$ cat src/sv/assert_macros.svh
// Assertion helpers for the checks in the top-level allocator module.
`ifndef ASSERT_MACROS_SVH
`define ASSERT_MACROS_SVH

// Checks a property at every rising clock edge, ignored while reset is high.
`define ASSERT_CLK(label, clk, rst, prop, msg) \
  label: assert property (@(posedge clk) disable iff (rst) prop) else $error(msg);

// Checks that one condition implies another on the same edge.
`define ASSERT_IMPLY(label, clk, rst, a, b, msg) \
  label: assert property (@(posedge clk) disable iff (rst) (a) |-> (b)) else $error(msg);

`endif

$ cat src/sv/bfra_pkg.sv
`default_nettype none
package bfra_pkg;

  localparam logic [31:0] CHUNK_RESET     = 32'd4096;
  localparam logic [31:0] MAX_TOTAL_RESET = 32'd1048576;
  localparam logic [31:0] TOP_END         = 32'hFFFF_FFFF;

  typedef enum logic [0:0] {
    CMD_ALLOC = 1'b0,
    CMD_FREE  = 1'b1
  } cmd_t;

  typedef enum logic [1:0] {
    ST_OK   = 2'd0,
    ST_CAP  = 2'd1,
    ST_FULL = 2'd2,
    ST_ZERO = 2'd3
  } status_t;

  typedef enum logic [0:0] {
    REG_CHUNK     = 1'b0,
    REG_MAX_TOTAL = 1'b1
  } cfg_reg_t;

  typedef struct packed {
    logic [31:0] start;
    logic [31:0] length;
  } range_t;

  typedef enum logic [4:0] {
    OP_NONE, OP_LATCH, OP_SEED, OP_COPY_INIT, OP_COPY_RD, OP_COPY_WR,
    OP_SCAN_INIT, OP_SCAN_RD, OP_SCAN_EV, OP_GROW, OP_TAKE_PREP,
    OP_RM_RD, OP_RM_WR, OP_RM_DONE, OP_LEAD_PREP, OP_TRAIL_PREP,
    OP_FREE_PREP, OP_INS_INIT, OP_INS_RD, OP_INS_EV, OP_MERGE2,
    OP_MERGE_PREV, OP_MERGE_NEXT, OP_SH_INIT, OP_SH_RD, OP_SH_WR,
    OP_INS_NEW, OP_FINISH, OP_SUM_INIT, OP_SUM_RD, OP_SUM_EV, OP_LOAD_OUT
  } dp_op_t;

  typedef enum logic [1:0] {
    RET_GROW, RET_LEAD, RET_TRAIL, RET_FREE
  } ret_t;

  typedef enum logic [5:0] {
    S_IDLE, S_SEED, S_CHECK, S_COPY_INIT, S_COPY_RD, S_COPY_WR, S_DISPATCH,
    S_SCAN_INIT, S_SCAN_RD, S_SCAN_EV, S_SCAN_END, S_TAKE_PREP,
    S_RM_RD, S_RM_WR, S_LEAD, S_TRAIL, S_INS_INIT, S_INS_RD, S_INS_EV,
    S_INS_DEC, S_RM2_RD, S_RM2_WR, S_SH_RD, S_SH_WR, S_INS_RET,
    S_FINISH, S_SUM_INIT, S_SUM_RD, S_SUM_EV, S_OUT
  } state_t;

  typedef struct packed {
    dp_op_t  op;
    status_t code;
  } dp_cmd_t;

  typedef struct packed {
    logic seeded;
    logic req_zero;
    logic is_free;
    logic ptr_lt_w;
    logic ptr1_lt_w;
    logic ptr_lt_cur;
    logic q_gt_ptr;
    logic ins_go;
    logic prev_adj;
    logic next_adj;
    logic full;
    logic found;
    logic grow_over;
    logic lead;
    logic trail;
    logic out_free;
  } dp_status_t;

  // Bytes needed to move off up to the next multiple of 2^a.
  function automatic logic [31:0] pad_for(input logic [31:0] off, input logic [4:0] a);
    logic [31:0] mask;
    mask = (32'd1 << a) - 32'd1;
    return (~off + 32'd1) & mask;
  endfunction

endpackage
`default_nettype wire

$ cat src/sv/bfra_ctrl.sv
`default_nettype none
module bfra_ctrl (
  input  wire                  clk,
  input  wire                  rst,
  input  wire                  in_valid,
  output logic                 in_stall,
  input  bfra_pkg::dp_status_t st,
  output bfra_pkg::dp_cmd_t    cmd
);
  import bfra_pkg::*;

  state_t  state, state_next;
  ret_t    ret, ret_next;
  logic    pass2, pass2_next;
  status_t code, code_next;

  always_ff @(posedge clk) begin
    if (rst) begin
      state <= S_IDLE;
      ret   <= RET_FREE;
      pass2 <= 1'b0;
      code  <= ST_OK;
    end else begin
      state <= state_next;
      ret   <= ret_next;
      pass2 <= pass2_next;
      code  <= code_next;
    end
  end

  always_comb begin
    state_next = state;
    ret_next   = ret;
    pass2_next = pass2;
    code_next  = code;
    cmd.op     = OP_NONE;
    cmd.code   = code;
    in_stall   = (state != S_IDLE);
    case (state)
      S_IDLE: begin
        if (in_valid) begin
          cmd.op     = OP_LATCH;
          state_next = st.seeded ? S_CHECK : S_SEED;
        end
      end
      S_SEED: begin
        cmd.op     = OP_SEED;
        state_next = S_CHECK;
      end
      S_CHECK: begin
        if (st.req_zero) begin
          code_next  = ST_ZERO;
          state_next = S_FINISH;
        end else begin
          state_next = S_COPY_INIT;
        end
      end
      S_COPY_INIT: begin
        cmd.op     = OP_COPY_INIT;
        state_next = S_COPY_RD;
      end
      S_COPY_RD: begin
        if (st.ptr_lt_w) begin
          cmd.op     = OP_COPY_RD;
          state_next = S_COPY_WR;
        end else begin
          state_next = S_DISPATCH;
        end
      end
      S_COPY_WR: begin
        cmd.op     = OP_COPY_WR;
        state_next = S_COPY_RD;
      end
      S_DISPATCH: begin
        if (st.is_free) begin
          cmd.op     = OP_FREE_PREP;
          ret_next   = RET_FREE;
          state_next = S_INS_INIT;
        end else begin
          pass2_next = 1'b0;
          state_next = S_SCAN_INIT;
        end
      end
      S_SCAN_INIT: begin
        cmd.op     = OP_SCAN_INIT;
        state_next = S_SCAN_RD;
      end
      S_SCAN_RD: begin
        if (st.ptr_lt_w) begin
          cmd.op     = OP_SCAN_RD;
          state_next = S_SCAN_EV;
        end else begin
          state_next = S_SCAN_END;
        end
      end
      S_SCAN_EV: begin
        cmd.op     = OP_SCAN_EV;
        state_next = S_SCAN_RD;
      end
      S_SCAN_END: begin
        if (st.found) begin
          state_next = S_TAKE_PREP;
        end else if (pass2 || st.grow_over) begin
          code_next  = ST_CAP;
          state_next = S_FINISH;
        end else begin
          cmd.op     = OP_GROW;
          ret_next   = RET_GROW;
          state_next = S_INS_INIT;
        end
      end
      S_TAKE_PREP: begin
        cmd.op     = OP_TAKE_PREP;
        state_next = S_RM_RD;
      end
      S_RM_RD: begin
        if (st.ptr1_lt_w) begin
          cmd.op     = OP_RM_RD;
          state_next = S_RM_WR;
        end else begin
          cmd.op     = OP_RM_DONE;
          state_next = S_LEAD;
        end
      end
      S_RM_WR: begin
        cmd.op     = OP_RM_WR;
        state_next = S_RM_RD;
      end
      S_LEAD: begin
        if (st.lead) begin
          cmd.op     = OP_LEAD_PREP;
          ret_next   = RET_LEAD;
          state_next = S_INS_INIT;
        end else begin
          state_next = S_TRAIL;
        end
      end
      S_TRAIL: begin
        if (st.trail) begin
          cmd.op     = OP_TRAIL_PREP;
          ret_next   = RET_TRAIL;
          state_next = S_INS_INIT;
        end else begin
          code_next  = ST_OK;
          state_next = S_FINISH;
        end
      end
      S_INS_INIT: begin
        cmd.op     = OP_INS_INIT;
        state_next = S_INS_RD;
      end
      S_INS_RD: begin
        if (st.ptr_lt_w) begin
          cmd.op     = OP_INS_RD;
          state_next = S_INS_EV;
        end else begin
          state_next = S_INS_DEC;
        end
      end
      S_INS_EV: begin
        cmd.op     = OP_INS_EV;
        state_next = st.ins_go ? S_INS_RD : S_INS_DEC;
      end
      S_INS_DEC: begin
        if (st.prev_adj && st.next_adj) begin
          cmd.op     = OP_MERGE2;
          state_next = S_RM2_RD;
        end else if (st.prev_adj) begin
          cmd.op     = OP_MERGE_PREV;
          state_next = S_INS_RET;
        end else if (st.next_adj) begin
          cmd.op     = OP_MERGE_NEXT;
          state_next = S_INS_RET;
        end else if (st.full) begin
          code_next  = ST_FULL;
          state_next = S_FINISH;
        end else begin
          cmd.op     = OP_SH_INIT;
          state_next = S_SH_RD;
        end
      end
      S_RM2_RD: begin
        if (st.ptr1_lt_w) begin
          cmd.op     = OP_RM_RD;
          state_next = S_RM2_WR;
        end else begin
          cmd.op     = OP_RM_DONE;
          state_next = S_INS_RET;
        end
      end
      S_RM2_WR: begin
        cmd.op     = OP_RM_WR;
        state_next = S_RM2_RD;
      end
      S_SH_RD: begin
        if (st.q_gt_ptr) begin
          cmd.op     = OP_SH_RD;
          state_next = S_SH_WR;
        end else begin
          cmd.op     = OP_INS_NEW;
          state_next = S_INS_RET;
        end
      end
      S_SH_WR: begin
        cmd.op     = OP_SH_WR;
        state_next = S_SH_RD;
      end
      S_INS_RET: begin
        case (ret)
          RET_GROW: begin
            pass2_next = 1'b1;
            state_next = S_SCAN_INIT;
          end
          RET_LEAD: begin
            state_next = S_TRAIL;
          end
          default: begin
            code_next  = ST_OK;
            state_next = S_FINISH;
          end
        endcase
      end
      S_FINISH: begin
        cmd.op     = OP_FINISH;
        state_next = S_SUM_INIT;
      end
      S_SUM_INIT: begin
        cmd.op     = OP_SUM_INIT;
        state_next = S_SUM_RD;
      end
      S_SUM_RD: begin
        if (st.ptr_lt_cur) begin
          cmd.op     = OP_SUM_RD;
          state_next = S_SUM_EV;
        end else begin
          state_next = S_OUT;
        end
      end
      S_SUM_EV: begin
        cmd.op     = OP_SUM_EV;
        state_next = S_SUM_RD;
      end
      S_OUT: begin
        if (st.out_free) begin
          cmd.op     = OP_LOAD_OUT;
          state_next = S_IDLE;
        end
      end
      default: begin
        state_next = S_IDLE;
      end
    endcase
  end

endmodule
`default_nettype wire

$ cat config.mk
export PLATFORM = sky130hd
export DESIGN_NAME = bfra_ctrl
export DESIGN_NICKNAME = d
export VERILOG_FILES = /design/src/sv/assert_macros.svh /design/src/sv/bfra_pkg.sv /design/src/sv/bfra_ctrl.sv
export SDC_FILE = /design/constraint.sdc
export NUM_CORES = 1
export LEC_CHECK = 0
export BUFFER_PORTS_ARGS = -buffer_cell sky130_fd_sc_hd__buf_2
export CELL_PAD_IN_SITES_DETAIL_PLACEMENT = 0
export CELL_PAD_IN_SITES_GLOBAL_PLACEMENT = 2
export CORE_AREA = 2 2 73 75
export CTS_CLUSTER_SIZE = 40
export DETAILED_ROUTE_END_ITERATION = 10
export DIE_AREA = 0 0 75 77
export PLACE_DENSITY_LB_ADDON = 0.1
export SYNTH_ARGS = -nofsm -noshare
export SYNTH_HDL_FRONTEND = slang
export SYNTH_SLANG_ARGS = --single-unit
export TNS_END_PERCENT = 50
$ cat constraint.sdc
create_clock -name clk -period 4 [get_ports clk]
set_clock_uncertainty 0.1 [all_clocks]
set_input_delay 0.4 -clock clk [delete_from_list [all_inputs] [get_ports clk]]
set_output_delay 0.4 -clock clk [all_outputs]
set_load 0.03 [all_outputs]
---- Yosys cells after proc, flatten, opt, wreduce, memory -nomap -nowiden ----
Index checks and enable logic that the tools add are counted.
word-level totals
  bits in registers ....................... 11
  input bits .............................. 19
  output and inout port bits .............. 8
  logic and storage cells ................. 130
cells by class
  multiplexer cells ....................... 60
  reduce and logical (&&, ||, !) cells .... 19
  equal/unequal tests ..................... 47
operators by type and width
  cell                                                 count
  one-hot mux 6 bit (26 select lines)                  1
  one-hot mux 5 bit (26 select lines)                  1
  equality test 6 x 5 -> 1 bit, second input constant  14
  2-to-1 mux 5 bit                                     12
  equality test 6 x 4 -> 1 bit, second input constant  8
  2-to-1 mux 4 bit                                     12
  2-to-1 mux 2 bit                                     20
  inequality test 2 bit, second input constant         17
  equality test 6 x 3 -> 1 bit, second input constant  4
  OR reduction 2 bit                                   7
  equality test 6 x 2 -> 1 bit, second input constant  2
  2-to-1 mux 6 bit                                     2
  one-hot mux 2 bit (5 select lines)                   1
  one-hot mux 5 bit (2 select lines)                   1
  AND reduction 10 bit                                 1
  2-to-1 mux 3 bit                                     3
  one-hot mux 2 bit (4 select lines)                   1
  equality test 6 x 1 -> 1 bit, second input constant  1
  logical NOT 6 bit                                    1
  AND reduction 6 bit                                  1
  nonzero test 6 bit                                   1
  2-to-1 mux 1 bit                                     5
  nonzero test 5 bit                                   1
  nonzero test 4 bit                                   1
  other kinds (8)                                      8

---- Longest topological paths before layout ----
  depth after elaboration ................. 5
  gate-level depth with buffers ........... 8
  gate-level depth less buffers ........... 5

---- Worst setup path before layout ----
No wires, ideal clock.
  kind .................................... register to output
  from .................................... register state[0]
  to ...................................... output cmd[2] (netlist bit)
  path slack .............................. 1.882 ns
  cell stages (with the launch flop) ...... 8
  data required time ...................... 3.500 ns
  arrival time ............................ 1.618 ns
  path buffers ............................ 3
  path through ............................ dfxtp_1 > buf_2 > buf_2 > clkbuf_1 > nand2_1 > o21ai_0 > a21oi_1 > o211ai_1
RTL lines
  item                    line             RTL
  from (decl)             bfra_ctrl.sv:12  state_t state, state_next;
  from (signal assigned)  bfra_ctrl.sv:24  state <= state_next;
  to (decl)               bfra_ctrl.sv:8   output bfra_pkg::dp_cmd_t cmd

==> results.py <==
metrics = {
    "global_routing": {
        "grt_pass1_vias": 1791,
        "grt_use_met1_pct": 30.33,
        "grtUsageMet2_pct": 33.33,
        "groute.usage.overall_pct": 21.62,
        "grt_overflow_total": 0,
        "grt_start_max_net_pins": 31,
        "use_met3_pct": 3.942,
        "busiest_layer": "met2",
        "antenna_found_initial": 0,
        "grt_pass1_wl_mm": 9.549,
    },
    "sta": {
        "grt_setup_unrepaired": "false",
        "max_freq_ghz": 0.3317,
        "slew_headroom_pct": 29.45,
        "min_period_over_period_pct": 75.36,
        "slew_viol_final": 0,
        "tightestPinTransition_ns": 1.057,
        "hold_viol_final": 0,
        "setup_violations": 0,
        "min_period_ns": 3.014,
        "whs_ns": 0.3478,
        "setup_tns_ns": 0,
        "fin_ws_ns": 0.9856,
    },
    "worst_setup_path": {
        "cp_slowest_stage_delay_ns": 1.01,
        "crit_chain": "buf_4, and2b_1, a31oi_1, o22ai_1, or3_1, buf_2",
        "cp_top_family": "flip-flops",
        "path_max_fanout": 30,
        "worstRegToRegCells": 6,
        "r2r_slack_ns": 1.36,
        "path_depth": 6,
        "crit_buf_inv": 2,
        "cp-start-kind": "flop",
        "cp-end-kind": "primary output",
        "crit_end": "cmd[3]",
        "cp_slowest_cell": "dfxtp_1",
        "r2r_end": "state[1]",
        "required_ns": 3.50,
        "worstPathArrival_ns": 2.51,
        "startpoint": "state[3]",
        "worst-setup-path-type": "reg2out",
        "r2r_start": "state[3]",
    },
    "routing": {
        "drt_first_pass_iters": 5,
        "vias_per_cell": 5.991,
        "totalWireLength_mm": 6.046,
        "wire_per_inst_um": 18.95,
        "route.detailed.drc": 0,
        "drt_iter0_drc": 186,
        "num_vias": 1911,
        "detail-route-antenna-nets": 0,
    },
    "layout": {
        "area.sequential_um2": 200.2,
        "stdcell_area_mm2": 0.001769,
        "drive_above_1_share_pct": 18.07,
        "final_common_cell": "buf_2",
        "nFillCells": 542,
        "final_cell_mix": "buf_2, nand2_1, nor2_1, o21ai_0, a21oi_1",
        "synthToLayoutAreaGrowth_pct": 11.96,
        "antenna_cells": 0,
        "final_nets": 270,
        "multi_input_area_mm2": 0.001231,
        "utilization_pct": 35.55,
    },
    "placement": {
        "post-dp-hpwl_mm": 4.583,
        "numPortBuffers": 26,
        "gp_congestion": 0.8502,
        "place_area_mm2": 0.001728,
        "dp_slack_ns": 1.301,
    },
    "logic_synthesis": {
        "synth_top_area_share_pct": 12.67,
        "synth.avg_cell_area_um2": 6.725,
        "synth_xor_area_share_pct": 1.663,
        "syn-num-nets": 254,
        "ys_seq_area_share_pct": 12.67,
        "synth_area_leader_cell": "dfxtp_1",
        "syn_inst": 235,
        "synthTopCellsByArea": "dfxtp_1, o21ai_0, nand2_1",
        "synth-async-reset-ratio_pct": 0,
        "syn-cell-area_mm2": 0.001580,
        "ys_dominant_reg_cell": "dfxtp_1",
        "muxShareOfSynthArea_pct": 2.613,
        "synth_top_family_by_area": "simple AND/OR/NAND/NOR gates",
        "synthAdderAreaFrac_pct": 0.6334,
        "synth-edff-count": 0,
        "synthSimpleGateAreaFrac_pct": 41.17,
        "synth_compound_area_share_pct": 31.83,
        "yosysWarnings": 0,
        "ys_ff_latch": 10,
        "ys_types": 63,
    },
    "cts": {
        "holdBufCountCts": 0,
        "cts_tree": "built",
        "cts.sinks": 10,
        "numCtsBuffers": 3,
        "clock_latency_ns": 0.24,
        "cts_buffer_depth": 2,
        "postCtsSetupRepairBufs": 0,
        "htree_levels": 1,
        "clockRootBuffer": "clkbuf_8",
        "clk_pin_slew_ns": 0.05,
        "post_cts_resized": 0,
    },
    "floorplan": {
        "die_h_um": 77,
        "start_util_pct": 31.75,
        "fp.dieW_um": 75,
        "core.rowCount": 26,
        "pin_count": 27,
        "core_mm2": 0.004977,
        "dieArea_mm2": 0.005775,
    },
    "power_and_ir_drop": {
        "leakage_nw": 0.6829,
        "pwr-share-seq_pct": 20.2,
        "ir_worst_vdd_mv": 0.2078,
        "switching_share_pct": 56.16,
        "power.density_mw_per_mm2": 573.1,
        "clock_power_share_pct": 10.6,
        "p_switching_uw": 569.4,
        "comb_power_share_pct": 69.2,
        "internal-power_uw": 444.5,
    },
    "hold_path": {
        "hold_class": "in2reg",
        "hp-start": "rst",
    },
    "run": {
        "drv_cap": 0,
    },
    "run_status": {
        "status": "finished, final reports clean",
    },
}
## power by group through the flow
stage          clock, mW  combinational [mW]  sequential [mW]
6_report           0.108               0.702            0.205
5_1_grt            0.113               0.766            0.211
4_1_cts            0.109               0.696            0.201
3_5_place_dp           0               0.693            0.203
3_3_place_gp           0               0.713            0.204
2_1_floorplan          0               0.571            0.154
## through the flow
| stage | total power, mW | cells |
|---|---|---|
| floorplan | 0.7245 | 235 |
| global placement | 0.9176 | 316 |
| detailed placement | 0.8959 | 316 |
| CTS | 1.006 | 319 |
| global route | 1.091 | 319 |
| finish | 1.014 | 319 |
## kinds of logic (layout without fill, tap and decap cells)
kind of cell / Yosys count / after routing
and+or+nand+nor: 113 / 113
AOI/OAI and AO/OA: 75 / 75
buffers and inverters: 29 / 43
DFF: 10 / 10
muxes: 4 / 4
xor gates and xnor gates: 3 / 3
adders and majority gates: 1 / 1
## registers in the layout (all words and copies together) (netlist names)
register and cells:
pass2 1, state 5, ret 2, code 2
## cell type report
cell class / count / area share, %
Clock buffer: 3 / 2.334
Timing Repair Buffer: 33 / 10.33
Tap cell: 70 / 4.950
Sequential cell: 10 / 11.32
Multi-Input combinational cell: 196 / 69.59
Inverter: 7 / 1.485
## worst min-delay path by stage
| stage | to | depth (start not counted) |
|---|---|---|
| final | state[4] | 2 |
| after floorplan | state[4] | 1 |
| after global placement | code[0] | 2 |
| after global routing | state[1] | 2 |
| after detailed placement | code[0] | 2 |
| after CTS | state[1] | 2 |
## layer usage
layer,share of wire [%],wire length [um],vias up
met5,0,0,-
met4,2.4,145,0
met3,6.3,383,15
met2,45,2747,89
met1,46,2769,893
li1,-,-,914
## synthesized netlist by cell type, drive strengths merged, types with 4 or more instances
master and instances:
a21oi 12, a22oi 4, a31oi 5, a32oi 5, buf 20, dfxtp 10
inv 7, nand2 20, nand2b 9, nand3 10, nand4 6, nor2 21
nor2b 9, nor3 10, o211ai 4, o21ai 23
Note: power is estimated with default switching activity, not from simulation.
